File: config.mk
export PLATFORM = sky130hd
export DESIGN_NAME = ready_queue_policy_dispatcher_unit
export DESIGN_NICKNAME = d
export VERILOG_FILES = /design/src/hdl/rqpd_pkg.sv /design/src/hdl/rqpd_ram.sv /design/src/hdl/rqpd_ctrl.sv /design/src/hdl/rqpd_dp.sv /design/src/hdl/ready_queue_policy_dispatcher_unit.sv
export VERILOG_INCLUDE_DIRS = /design/src /design/src/hdl
export SDC_FILE = /design/constraint.sdc
export NUM_CORES = 2
export LEC_CHECK = 0
export ABC_AREA = 1
export BUFFER_PORTS_ARGS = -buffer_cell sky130_fd_sc_hd__buf_2
export CELL_PAD_IN_SITES_DETAIL_PLACEMENT = 0
export CELL_PAD_IN_SITES_GLOBAL_PLACEMENT = 1
export CORE_MARGIN = 1
export CORE_UTILIZATION = 50
export DETAILED_ROUTE_END_ITERATION = 8
export HOLD_SLACK_MARGIN = 0.02
export PLACE_DENSITY_LB_ADDON = 0.1
export REMOVE_ABC_BUFFERS = 1
export SETUP_SLACK_MARGIN = 0.02
export SYNTH_ARGS = -nofsm -noshare
export SYNTH_HDL_FRONTEND = slang
export SYNTH_SLANG_ARGS = --single-unit
File: constraint.sdc
create_clock -name clk -period 13.65 [get_ports clk]
set_clock_uncertainty 0.15 [all_clocks]
set_input_delay 2.0475 -clock clk [delete_from_list [all_inputs] [get_ports clk]]
set_output_delay 2.0475 -clock clk [all_outputs]
set_load 0.03 [all_outputs]
File: src/hdl/assert_macros.svh
// assertion helpers, clocked on clk and switched off while arst_n is low
`ifndef ASSERT_MACROS_SVH
`define ASSERT_MACROS_SVH

// property that must hold at every edge
`define ASSERT_ALWAYS(label, expr, msg) \
	label: assert property (@(posedge clk) disable iff (!arst_n) (expr)) else $error(msg);

// same-cycle implication
`define ASSERT_IMPL(label, trig, expr, msg) \
	label: assert property (@(posedge clk) disable iff (!arst_n) (trig) |-> (expr)) else $error(msg);

// next-cycle implication
`define ASSERT_NEXT(label, trig, expr, msg) \
	label: assert property (@(posedge clk) disable iff (!arst_n) (trig) |=> (expr)) else $error(msg);

`endif

File: src/hdl/rqpd_pkg.sv
package rqpd_pkg;

	// opcodes
	localparam logic OP_ENQ  = 1'b0;
	localparam logic OP_DISP = 1'b1;

	// result status codes
	localparam logic [1:0] ST_ENQUEUED   = 2'd0;
	localparam logic [1:0] ST_DISPATCHED = 2'd1;
	localparam logic [1:0] ST_IDLE       = 2'd2;
	localparam logic [1:0] ST_REJECTED   = 2'd3;

	// policy codes, unused codes behave as round robin
	localparam logic [2:0] POL_RR   = 3'd0;
	localparam logic [2:0] POL_SJF  = 3'd1;
	localparam logic [2:0] POL_SRT  = 3'd2;
	localparam logic [2:0] POL_GUAR = 3'd3;
	localparam logic [2:0] POL_FB   = 3'd4;

	typedef struct packed {
		logic               opcode;
		logic [3:0]         task_id;
		logic [15:0]        target_time;
		logic [15:0]        served_time;
		logic signed [15:0] priority_level;
	} in_item_t;

	typedef struct packed {
		logic [1:0]         status;
		logic [3:0]         picked_id;
		logic [15:0]        picked_target;
		logic [15:0]        picked_served;
		logic signed [15:0] picked_priority;
		logic [4:0]         queue_count;
	} out_item_t;

	typedef enum logic [2:0] {
		S_IDLE,
		S_DECODE,
		S_FETCH,
		S_CMP,
		S_SHSTART,
		S_SHIFT,
		S_DONE
	} state_t;

	// read address select
	typedef enum logic [1:0] {
		RD_ZERO,
		RD_IDX1,
		RD_BEST1,
		RD_IDX2
	} rd_sel_t;

	// index register update
	typedef enum logic [1:0] {
		IDX_HOLD,
		IDX_ZERO,
		IDX_INC,
		IDX_BEST
	} idx_op_t;

	typedef struct packed {
		logic       cap;
		logic       wr_enq;
		logic       shift_wr;
		logic       emit;
		logic [1:0] emit_status;
		logic       rd_en;
		rd_sel_t    rd_sel;
		idx_op_t    idx_op;
		logic       load_first;
		logic       load_cur;
		logic       compare;
	} ctrl_cmd_t;

	typedef struct packed {
		logic opcode;
		logic full;
		logic empty;
		logic idx_zero;
		logic scan_more;
		logic sh_start_more;
		logic sh_more;
	} dp_sts_t;

endpackage

File: src/hdl/rqpd_ram.sv
module rqpd_ram #(
	parameter int WIDTH = 8,
	parameter int DEPTH = 16
) (
	input  logic                                   clk,
	input  logic                                   we,
	input  logic [((DEPTH > 1) ? $clog2(DEPTH) : 1)-1:0] waddr,
	input  logic [WIDTH-1:0]                       wdata,
	input  logic                                   re,
	input  logic [((DEPTH > 1) ? $clog2(DEPTH) : 1)-1:0] raddr,
	output logic [WIDTH-1:0]                       rdata
);

	logic [WIDTH-1:0] mem_q [DEPTH];
	logic [WIDTH-1:0] rdata_q;

	always_ff @(posedge clk) begin
		if (we) begin
			mem_q[waddr] <= wdata;
		end
		if (re) begin
			rdata_q <= mem_q[raddr];
		end
	end

	assign rdata = rdata_q;

endmodule

File: src/hdl/rqpd_ctrl.sv
`include "assert_macros.svh"

module rqpd_ctrl
	import rqpd_pkg::*;
(
	input  logic      clk,
	input  logic      arst_n,
	input  logic      start,
	output logic      busy,
	input  dp_sts_t   sts,
	output ctrl_cmd_t cmd
);

	state_t state_q;
	state_t state_d;

	always_ff @(posedge clk or negedge arst_n) begin
		if (!arst_n) begin
			state_q <= S_IDLE;
		end else begin
			state_q <= state_d;
		end
	end

	always_comb begin
		state_d = state_q;
		cmd     = '0;
		case (state_q)
			S_IDLE: begin
				if (start) begin
					cmd.cap = 1'b1;
					state_d = S_DECODE;
				end
			end
			S_DECODE: begin
				if (sts.opcode == OP_ENQ) begin
					cmd.emit = 1'b1;
					if (sts.full) begin
						cmd.emit_status = ST_REJECTED;
					end else begin
						cmd.wr_enq      = 1'b1;
						cmd.emit_status = ST_ENQUEUED;
					end
					state_d = S_IDLE;
				end else if (sts.empty) begin
					cmd.emit        = 1'b1;
					cmd.emit_status = ST_IDLE;
					state_d         = S_IDLE;
				end else begin
					cmd.rd_en  = 1'b1;
					cmd.rd_sel = RD_ZERO;
					cmd.idx_op = IDX_ZERO;
					state_d    = S_FETCH;
				end
			end
			S_FETCH: begin
				if (sts.idx_zero) begin
					// head entry seeds the running best
					cmd.load_first = 1'b1;
					if (sts.scan_more) begin
						cmd.rd_en  = 1'b1;
						cmd.rd_sel = RD_IDX1;
						cmd.idx_op = IDX_INC;
					end else begin
						state_d = S_SHSTART;
					end
				end else begin
					cmd.load_cur = 1'b1;
					state_d      = S_CMP;
				end
			end
			S_CMP: begin
				cmd.compare = 1'b1;
				if (sts.scan_more) begin
					cmd.rd_en  = 1'b1;
					cmd.rd_sel = RD_IDX1;
					cmd.idx_op = IDX_INC;
					state_d    = S_FETCH;
				end else begin
					state_d = S_SHSTART;
				end
			end
			S_SHSTART: begin
				cmd.idx_op = IDX_BEST;
				if (sts.sh_start_more) begin
					cmd.rd_en  = 1'b1;
					cmd.rd_sel = RD_BEST1;
					state_d    = S_SHIFT;
				end else begin
					state_d = S_DONE;
				end
			end
			S_SHIFT: begin
				cmd.shift_wr = 1'b1;
				if (sts.sh_more) begin
					cmd.rd_en  = 1'b1;
					cmd.rd_sel = RD_IDX2;
					cmd.idx_op = IDX_INC;
				end else begin
					state_d = S_DONE;
				end
			end
			S_DONE: begin
				cmd.emit        = 1'b1;
				cmd.emit_status = ST_DISPATCHED;
				state_d         = S_IDLE;
			end
			default: begin
				state_d = S_IDLE;
			end
		endcase
	end

	assign busy = (state_q != S_IDLE);

	`ASSERT_NEXT(a_accept_busy, start && !busy, busy, "accepted transaction did not raise busy")
	`ASSERT_IMPL(a_no_shift_and_enq, cmd.shift_wr, !cmd.wr_enq && !cmd.emit, "compaction write clashes with enqueue or emit")

endmodule

File: src/hdl/rqpd_dp.sv
`include "assert_macros.svh"

module rqpd_dp
	import rqpd_pkg::*;
#(
	parameter int QUEUE_DEPTH = 16,
	parameter int TIME_WIDTH  = 16
) (
	input  logic      clk,
	input  logic      arst_n,
	input  logic      policy_we,
	input  logic [2:0] policy_wdata,
	input  in_item_t  item,
	input  ctrl_cmd_t cmd,
	output dp_sts_t   sts,
	output out_item_t result,
	output logic      done
);

	localparam int AW = (QUEUE_DEPTH > 1) ? $clog2(QUEUE_DEPTH) : 1;
	localparam int CW = $clog2(QUEUE_DEPTH + 1);
	localparam int TW = TIME_WIDTH;
	localparam int PW = 2 * TIME_WIDTH;

	typedef struct packed {
		logic [3:0]    id;
		logic [TW-1:0] target;
		logic [TW-1:0] served;
		logic [15:0]   prio;
	} ent_t;

	in_item_t            in_q;
	logic [2:0]          policy_q;
	logic [CW-1:0]       count_q;
	logic [CW-1:0]       idx_q;
	logic [CW-1:0]       best_idx_q;
	ent_t                cur_q;
	ent_t                best_q;
	logic signed [TW:0]  cur_rem_q;
	logic signed [TW:0]  best_rem_q;
	logic [PW-1:0]       prod_c_q;
	logic [PW-1:0]       prod_b_q;
	out_item_t           res_q;
	logic                done_q;

	logic [CW-1:0]       idx_p1;
	logic [CW-1:0]       idx_p2;
	logic [CW-1:0]       best_p1;
	logic [CW-1:0]       cnt_inc;
	logic [CW-1:0]       cnt_dec;
	logic                wr_en;
	logic [AW-1:0]       wr_addr;
	ent_t                wr_data;
	logic [AW-1:0]       rd_addr;
	ent_t                rd_data;
	logic signed [TW:0]  rd_rem;
	logic [PW-1:0]       prod_c;
	logic [PW-1:0]       prod_b;
	logic                beats;
	out_item_t           res_d;

	assign idx_p1  = idx_q + CW'(1);
	assign idx_p2  = idx_q + CW'(2);
	assign best_p1 = best_idx_q + CW'(1);
	assign cnt_inc = count_q + CW'(1);
	assign cnt_dec = count_q - CW'(1);

	assign sts.opcode        = in_q.opcode;
	assign sts.full          = (count_q == CW'(QUEUE_DEPTH));
	assign sts.empty         = (count_q == '0);
	assign sts.idx_zero      = (idx_q == '0);
	assign sts.scan_more     = (idx_p1 < count_q);
	assign sts.sh_start_more = (best_p1 < count_q);
	assign sts.sh_more       = (idx_p2 < count_q);

	// entry store
	always_comb begin
		if (cmd.shift_wr) begin
			wr_addr = idx_q[AW-1:0];
			wr_data = rd_data;
		end else begin
			wr_addr        = count_q[AW-1:0];
			wr_data.id     = in_q.task_id;
			wr_data.target = TW'(in_q.target_time);
			wr_data.served = TW'(in_q.served_time);
			wr_data.prio   = in_q.priority_level;
		end
	end
	assign wr_en = cmd.wr_enq | cmd.shift_wr;

	always_comb begin
		case (cmd.rd_sel)
			RD_ZERO:  rd_addr = '0;
			RD_IDX1:  rd_addr = idx_p1[AW-1:0];
			RD_BEST1: rd_addr = best_p1[AW-1:0];
			RD_IDX2:  rd_addr = idx_p2[AW-1:0];
			default:  rd_addr = '0;
		endcase
	end

	rqpd_ram #(
		.WIDTH ($bits(ent_t)),
		.DEPTH (QUEUE_DEPTH)
	) u_ram (
		.clk   (clk),
		.we    (wr_en),
		.waddr (wr_addr),
		.wdata (wr_data),
		.re    (cmd.rd_en),
		.raddr (rd_addr),
		.rdata (rd_data)
	);

	// keys of the entry just read
	assign rd_rem = signed'({1'b0, rd_data.target}) - signed'({1'b0, rd_data.served});
	assign prod_c = PW'(rd_data.served) * PW'(best_q.target);
	assign prod_b = PW'(best_q.served) * PW'(rd_data.target);

	always_comb begin
		case (policy_q)
			POL_SJF:  beats = (cur_q.target < best_q.target);
			POL_SRT:  beats = (cur_rem_q < best_rem_q);
			POL_GUAR: beats = (prod_c_q < prod_b_q);
			POL_FB:   beats = ($signed(cur_q.prio) < $signed(best_q.prio));
			default:  beats = 1'b0;
		endcase
	end

	always_comb begin
		res_d        = '0;
		res_d.status = cmd.emit_status;
		case (cmd.emit_status)
			ST_DISPATCHED: begin
				res_d.picked_id       = best_q.id;
				res_d.picked_target   = 16'(best_q.target);
				res_d.picked_served   = 16'(best_q.served);
				res_d.picked_priority = signed'(best_q.prio);
				res_d.queue_count     = 5'(cnt_dec);
			end
			ST_ENQUEUED: begin
				res_d.queue_count = 5'(cnt_inc);
			end
			default: begin
				res_d.queue_count = 5'(count_q);
			end
		endcase
	end

	// control registers
	always_ff @(posedge clk or negedge arst_n) begin
		if (!arst_n) begin
			policy_q   <= POL_RR;
			count_q    <= '0;
			idx_q      <= '0;
			best_idx_q <= '0;
			done_q     <= 1'b0;
		end else begin
			if (policy_we) begin
				policy_q <= policy_wdata;
			end
			if (cmd.wr_enq) begin
				count_q <= cnt_inc;
			end else if (cmd.emit && cmd.emit_status == ST_DISPATCHED) begin
				count_q <= cnt_dec;
			end
			case (cmd.idx_op)
				IDX_HOLD: idx_q <= idx_q;
				IDX_ZERO: idx_q <= '0;
				IDX_INC:  idx_q <= idx_p1;
				IDX_BEST: idx_q <= best_idx_q;
				default:  idx_q <= idx_q;
			endcase
			if (cmd.load_first) begin
				best_idx_q <= idx_q;
			end else if (cmd.compare && beats) begin
				best_idx_q <= idx_q;
			end
			done_q <= cmd.emit;
		end
	end

	// payload registers
	always_ff @(posedge clk) begin
		if (cmd.cap) begin
			in_q <= item;
		end
		if (cmd.load_first) begin
			best_q     <= rd_data;
			best_rem_q <= rd_rem;
		end else if (cmd.compare && beats) begin
			best_q     <= cur_q;
			best_rem_q <= cur_rem_q;
		end
		if (cmd.load_cur) begin
			cur_q     <= rd_data;
			cur_rem_q <= rd_rem;
			prod_c_q  <= prod_c;
			prod_b_q  <= prod_b;
		end
		if (cmd.emit) begin
			res_q <= res_d;
		end
	end

	assign result = res_q;
	assign done   = done_q;

	`ASSERT_ALWAYS(a_count_bound, count_q <= CW'(QUEUE_DEPTH), "entry count above queue depth")
	`ASSERT_IMPL(a_pick_zero, done_q && res_q.status != ST_DISPATCHED,
		res_q.picked_id == '0 && res_q.picked_target == '0,
		"pick fields set on a non-dispatch result")
	`ASSERT_NEXT(a_enq_count, cmd.wr_enq, count_q == $past(cnt_inc),
		"enqueue did not advance the entry count")

endmodule

File: src/hdl/ready_queue_policy_dispatcher_unit.sv
// Ready-queue dispatcher: holds up to QUEUE_DEPTH tasks in arrival order and, on a dispatch,
// removes and reports the one picked by the policy register (round robin, shortest job,
// shortest remaining, guaranteed ratio, feedback priority; ties to the earliest entry).
// A transaction is taken when start is high and busy is low; its one result appears on
// result for exactly one cycle with done high, and the receiver cannot stall it, so it
// must take every result as it comes. An enqueue or an empty dispatch ends in the decode
// state. A dispatch over queued entries first scans them all from the head: the entries
// are read one at a time through the single read port of the entry memory, each
// candidate after the head is registered with its key products and then compared, and
// the gap left by the winner is closed one entry per cycle. The policy is written through
// policy_we/policy_wdata and should only change while the block is idle.
module ready_queue_policy_dispatcher_unit
	import rqpd_pkg::*;
#(
	parameter int QUEUE_DEPTH = 16,
	parameter int TIME_WIDTH  = 16
) (
	input  logic       clk,
	input  logic       arst_n,
	// transaction in
	input  logic       start,
	output logic       busy,
	input  in_item_t   item,
	// result out
	output logic       done,
	output out_item_t  result,
	// policy register
	input  logic       policy_we,
	input  logic [2:0] policy_wdata
);

	ctrl_cmd_t cmd;
	dp_sts_t   sts;

	// sequencer: decode, scan, compaction and result timing
	rqpd_ctrl u_ctrl (
		.clk    (clk),
		.arst_n (arst_n),
		.start  (start),
		.busy   (busy),
		.sts    (sts),
		.cmd    (cmd)
	);

	// entry memory, running best, key compare and result register
	rqpd_dp #(
		.QUEUE_DEPTH (QUEUE_DEPTH),
		.TIME_WIDTH  (TIME_WIDTH)
	) u_dp (
		.clk          (clk),
		.arst_n       (arst_n),
		.policy_we    (policy_we),
		.policy_wdata (policy_wdata),
		.item         (item),
		.cmd          (cmd),
		.sts          (sts),
		.result       (result),
		.done         (done)
	);

endmodule

# == Word-level counts from Yosys, hierarchy flattened ==
# Memory sizes are Yosys's and may differ from the RTL's. A register that Yosys moved wholly into a read port is not among the register bits.
# Cells that the tools add are included.
# W data, S select, Z words.
# op_classes
eq_ne,21
n_bitwise,1
n_mux,45
addsub,6
order_cmp,7
n_reduce_logical,12
n_mul,2
# ops
op,count
$mux W52,3
$mul A16 B16 Y32,2
$mux W5,8
$mux W17,2
$lt A16 B16 Y1,2
$lt A32 B32 Y1,1
$pmux W5 S5,1
$mux W3,8
$pmux W3 S6,1
$lt A17 B17 Y1,1
$sub A16 B16 Y17,1
$pmux W4 S4,1
$add A5 B1 Y5 const B,3
$lt A5 B5 Y1,3
$pmux W5 S3,1
$eq A3 B2 Y1 const B,4
$eq A3 B3 Y1 const B,4
$logic_not A5 Y1,2
$mux W1,10
$mux W2,5
$pmux W5 S2,1
$eq A2 B2 Y1 const B,4
$eq A2 B1 Y1 const B,3
$eq A3 B1 Y1 const B,2
16 further kinds,21
# totals
ramBits,832
register_bits,336
inputBits,60
out_inout_bits,61
n_memories,1
# memory_table
name,words,width,read_ports,rd_ports_with_merged_regs,write_ports,line_no,rtl
u_dp.u_ram.mem_q,16,52,1,1,1,rqpd_ram.sv:14,logic [WIDTH-1:0] mem_q [DEPTH];

# == Logic depth before layout (Yosys ltp) ==
# logic_depth
depth_word,8
depth_mapped,29
mapped_depth_nobuf,26

# == Hierarchy ==
# Synthesis repeated with hierarchy kept, for this count alone.
# unflattened
cells_unflattened,7239
area_unflattened_um2,70556.4
# modules_own_cells
module,cells_per_inst,seq_area_each_um2,instances,area_per_inst_um2
rqpd_ram,3426,26545.5,1,37031.8
rqpd_dp,3742,9904.5,1,33098.0
rqpd_ctrl,71,75.1,1,426.7

# == Worst setup path after synthesis ==
# No wires, ideal clock.
# synth_timing
path_kind,register to register
startpoint,register u_dp.idx_q[0]
endpoint,register u_dp.cur_q[0] in the netlist's numbering (enable)
t_arrival_ns,6.498
slack_ns,6.369
required_ns,12.867
path_stages_with_launch,6
path_cell_list,dfrtp_1 -> inv_1 -> ha_1 -> nand4_1 -> inv_1 -> nor2_1
# synth_rtl
item,line_no,rtl
from (decl),rqpd_dp.sv:35,logic [CW-1:0] idx_q;
from (signal assigned),rqpd_dp.sv:167,IDX_HOLD: idx_q <= idx_q;
from (signal assigned),rqpd_dp.sv:169,IDX_INC: idx_q <= idx_p1;
from (signal assigned),rqpd_dp.sv:170,IDX_BEST: idx_q <= best_idx_q;
to (signal assigned),rqpd_dp.sv:195,cur_q <= rd_data;
to (decl),rqpd_dp.sv:37,ent_t cur_q;

# == Worst setup path in the final report ==
# layout_timing
startpoint,"register u_dp.u_ram.rdata_q[42] (netlist: u_dp.u_ram.rdata[42]), read port of u_dp.u_ram.mem_q"
endpoint,register u_dp.prod_b_q[24] (data pin)
# layout_between
elab_chain_cells,1
# layout_rtl
item,line_no,rtl
from (decl),rqpd_ram.sv:15,logic [WIDTH-1:0] rdata_q;
$mul A16 B16 Y32,rqpd_dp.sv:117,assign prod_b = PW'(best_q.served) * PW'(rd_data.target);
via u_dp.prod_b[24],rqpd_dp.sv:58,logic [PW-1:0] prod_b;
to (signal assigned),rqpd_dp.sv:198,prod_b_q <= prod_b;
to (decl),rqpd_dp.sv:42,logic [PW-1:0] prod_b_q;
# The timed path passes the listed nets, and every way through them passes these cells.
# A chain may end at the register's enable or synchronous reset.

==> impl_metrics.py <==
metrics = {
    "final_layout": {
        "nFillCells": 12268,
        "layout-drive-gt1-share_pct": 6.680,
        "fin_util_pct": 55.21,
        "fin_nets": 7665,
        "areaGrowthSynthToFinish_pct": 9.654,
        "layout.cells.non_filler": 8883,
    },
    "logic_synthesis": {
        "synth-async-reset-ratio_pct": 1.803,
        "synth_cell_types": 53,
        "muxShareOfSynthArea_pct": 0.01605,
        "yosys-top-cells-area": "edfxtp_1, fa_1, nand2_1",
        "ys_ff_latch": 1220,
        "yosysMostFrequentCell": "nand2_1",
        "netlist_area_um2": 70160,
        "yosysTopAreaCell": "edfxtp_1",
        "synth_compound_area_share_pct": 2.809,
        "synth_top_area_share_pct": 51.27,
        "synth-seq-area-share_pct": 52.06,
        "synthSimpleGateAreaFrac_pct": 18.78,
        "avgSynthCellArea_um2": 10.17,
        "synth_flop_cell": "edfxtp_1",
        "synth_top_family_by_area": "simple AND/OR/NAND/NOR gates",
        "synth_xor_area_share_pct": 1.086,
        "synth_common_cells": "nand2_1, edfxtp_1, inv_1, nand3_1, fa_1",
        "synthesis.instances": 6897,
        "synthAdderAreaFrac_pct": 16.79,
        "synth-edff-count": 1198,
        "yosys_warnings": 0,
    },
    "clock_tree": {
        "cts_tree": "yes",
        "clk_latency_ns": 0.78,
        "cts.sinks": 1220,
        "clk_pin_slew_worst_paths_ns": 0.06,
        "cts_root_buf": "clkbuf_16",
        "cts_resized": 0,
        "cts_max_path_buffers": 3,
        "post_cts_buffers": 0,
        "cts_inserted_buffers": 135,
        "cts_htree_levels": 4,
        "postCtsHoldBufs": 0,
    },
    "grt": {
        "grt_pass1_vias": 47151,
        "track_usage_pct": 28.28,
        "grt.overflow.total": 0,
        "grt_pass1_wl_mm": 298.0,
        "antenna_found_initial": 6,
        "grt_max_degree": 183,
    },
    "setup_path": {
        "cp.required_ns": 13.99,
        "worst-setup-path-type": "flop to flop",
        "cp_num_cells": 18,
        "crit_chain": "nand2_1 > fa_1 > inv_1 > fa_1 > fa_1 > fa_1 > fa_1 > inv_1 > fa_1 > inv_1 > ha_1 > nand2_1 > nor4_1 > nand4_1 > nand3_1 > nand3_1 > o21ai_0 > xor2_1",
        "r2r_end": "u_dp.prod_b_q[24]$_DFFE_PP_",
        "reg2reg_depth": 18,
        "start_kind": "flop",
        "slowest_delay_ns": 0.99,
        "cp_data_arrival_time_ns": 6.96,
        "worst_path_max_delay_cell": "edfxtp_1",
        "startpoint": "u_dp.u_ram.rdata[42]$_DFFE_PP_",
        "crit_buf_inv": 3,
        "reg2reg_from": "u_dp.u_ram.rdata[42]$_DFFE_PP_",
        "critPathTopFamily": "adder cells",
        "r2r_setup_slack_ns": 7.03,
        "endpoint_kind": "flop",
        "critPathCapture": "u_dp.prod_b_q[24]$_DFFE_PP_",
        "crit_fanout": 19,
        "crit_top_cell": "fa_1",
    },
    "floorplan": {
        "die_area_um2": 141800,
        "rows": 137,
        "io_pins": 121,
        "start_util_pct": 50.35,
        "die_w_um": 376.6,
        "core-area_um2": 139400,
        "fp.dieH_um": 376.6,
    },
    "place": {
        "gpl.final_weighted_congestion": 0.9131,
        "placed_cells": 8636,
        "dp_hpwl_mm": 119.7,
        "dp_slack_ns": 7.156,
        "place.port_buffers": 120,
    },
    "worst_hold_path": {
        "hold_depth": 0,
        "hold_path_class": "flop to flop",
        "worstHoldStart": "u_dp.u_ram.rdata[11]$_DFFE_PP_",
    },
    "timing": {
        "setup_ws_ns": 7.035,
        "period_needed_ns": 6.615,
        "fin_crit_sh_pct": 48.46,
        "worst_slew_margin_rel_pct": 17.09,
        "hold_viol": 0,
        "max_freq_mhz": 151.2,
        "finalSetupViolations": 0,
        "timing.setup.tns_ns": 0,
        "grt_setup_unrepaired": "false",
        "slew_violations": 0,
        "worst-slew-pin-transition_ns": 1.231,
    },
    "detailed_routing": {
        "wl_per_cell_um": 22.43,
        "routed_wl_mm": 199.2,
        "drc": 0,
        "viasPerCell": 5.376,
        "first_iter_violations": 4209,
        "firstDrtPassIters": 5,
        "num_vias": 47756,
        "ant_nets": 0,
    },
    "run": {
        "drv_cap": 0,
    },
    "status": {
        "outcome": "finished, final reports clean",
    },
}
==> per-layer routing <==
layer  share of wire [%]  up-vias  GRT usage [%]  wire, um
li1                    -    22337              -         -
met4                 3.1        2          9.242      6261
met2                  48     1510          46.65     94740
met3                 6.1      297          3.774     12100
met5              0.0065        -              0        13
met1                  43    23610          38.70     86080
==> cells by family after synthesis <==
kind of cell,Yosys count
XOR/XNOR,87
AO/OA/AOI/OAI,353
buffers and inverters,1528
AND/OR/NAND/NOR,3000
flip-flops,1220
multiplexers,1
adder cells (fa/ha/maj),708
==> metrics by stage <==
stage               cell area (um^2)  hold slack, ns
floorplan                      68540          0.2764
global placement               72620          0.2814
detailed placement             72620          0.2856
CTS                            76940          0.2994
global route                   76940          0.3103
finish                         76940          0.3026
==> sequential cells by signal, indices dropped and copies added (netlist names) <==
name and flops:
u_dp.cur_rem_q 17, u_dp.u_ram.mem_q 832, u_dp.result 59, u_dp.best_q 52, u_dp.cur_q 52, u_dp.idx_q 5
u_ctrl.state_q 3, u_dp.policy_q 3, u_dp.best_idx_q 5, u_dp.prod_c_q 32, u_dp.in_q 52, u_dp.best_rem_q 17
u_dp.prod_b_q 32, u_dp.count_q 5, u_dp.done 1, u_dp.sts 1, u_dp.u_ram.rdata 52
==> worst min-delay path by stage <==
stage	end	slack (ns)
5_1_grt	u_dp.cur_q[48]$_DFFE_PP_	0.31
2_1_floorplan	u_dp.cur_q[10]$_DFFE_PP_	0.28
3_3_place_gp	u_dp.cur_q[11]$_DFFE_PP_	0.28
6_report	u_dp.cur_q[11]$_DFFE_PP_	0.30
3_5_place_dp	u_dp.cur_q[11]$_DFFE_PP_	0.29
4_1_cts	u_dp.cur_q[11]$_DFFE_PP_	0.30
==> final cells by class <==
class / instances / area [um^2] / share of cell area (%)
diodes: 1 / 2.502 / 0.003252
clock buffers: 175 / 3560 / 4.627
clock inverters: 71 / 754.5 / 0.9806
inverters: 1150 / 4335 / 5.635
multi-input cells: 4149 / 27880 / 36.24
flip-flops and latches: 1220 / 36530 / 47.47
well taps: 1876 / 2347 / 3.051
repair buffers: 241 / 1534 / 1.994
==> cell usage in the layout, fill, tap and decap left out, types with 107 or more instances in the layout <==
| cell | instances |
|---|---|
| fa_1 | 389 |
| a21oi_1 | 107 |
| edfxtp_1 | 1198 |
| nand3_1 | 788 |
| nand2_1 | 1804 |
| buf_2 | 120 |
| o21ai_0 | 170 |
| nand3b_1 | 211 |
| clkbuf_16 | 136 |
| nor2_1 | 126 |
| buf_4 | 119 |
| ha_1 | 319 |
| inv_1 | 1139 |
Power is left out: the tool's default activity adds up to more than one toggle a clock period on the data nets, which glitch-free logic cannot reach.
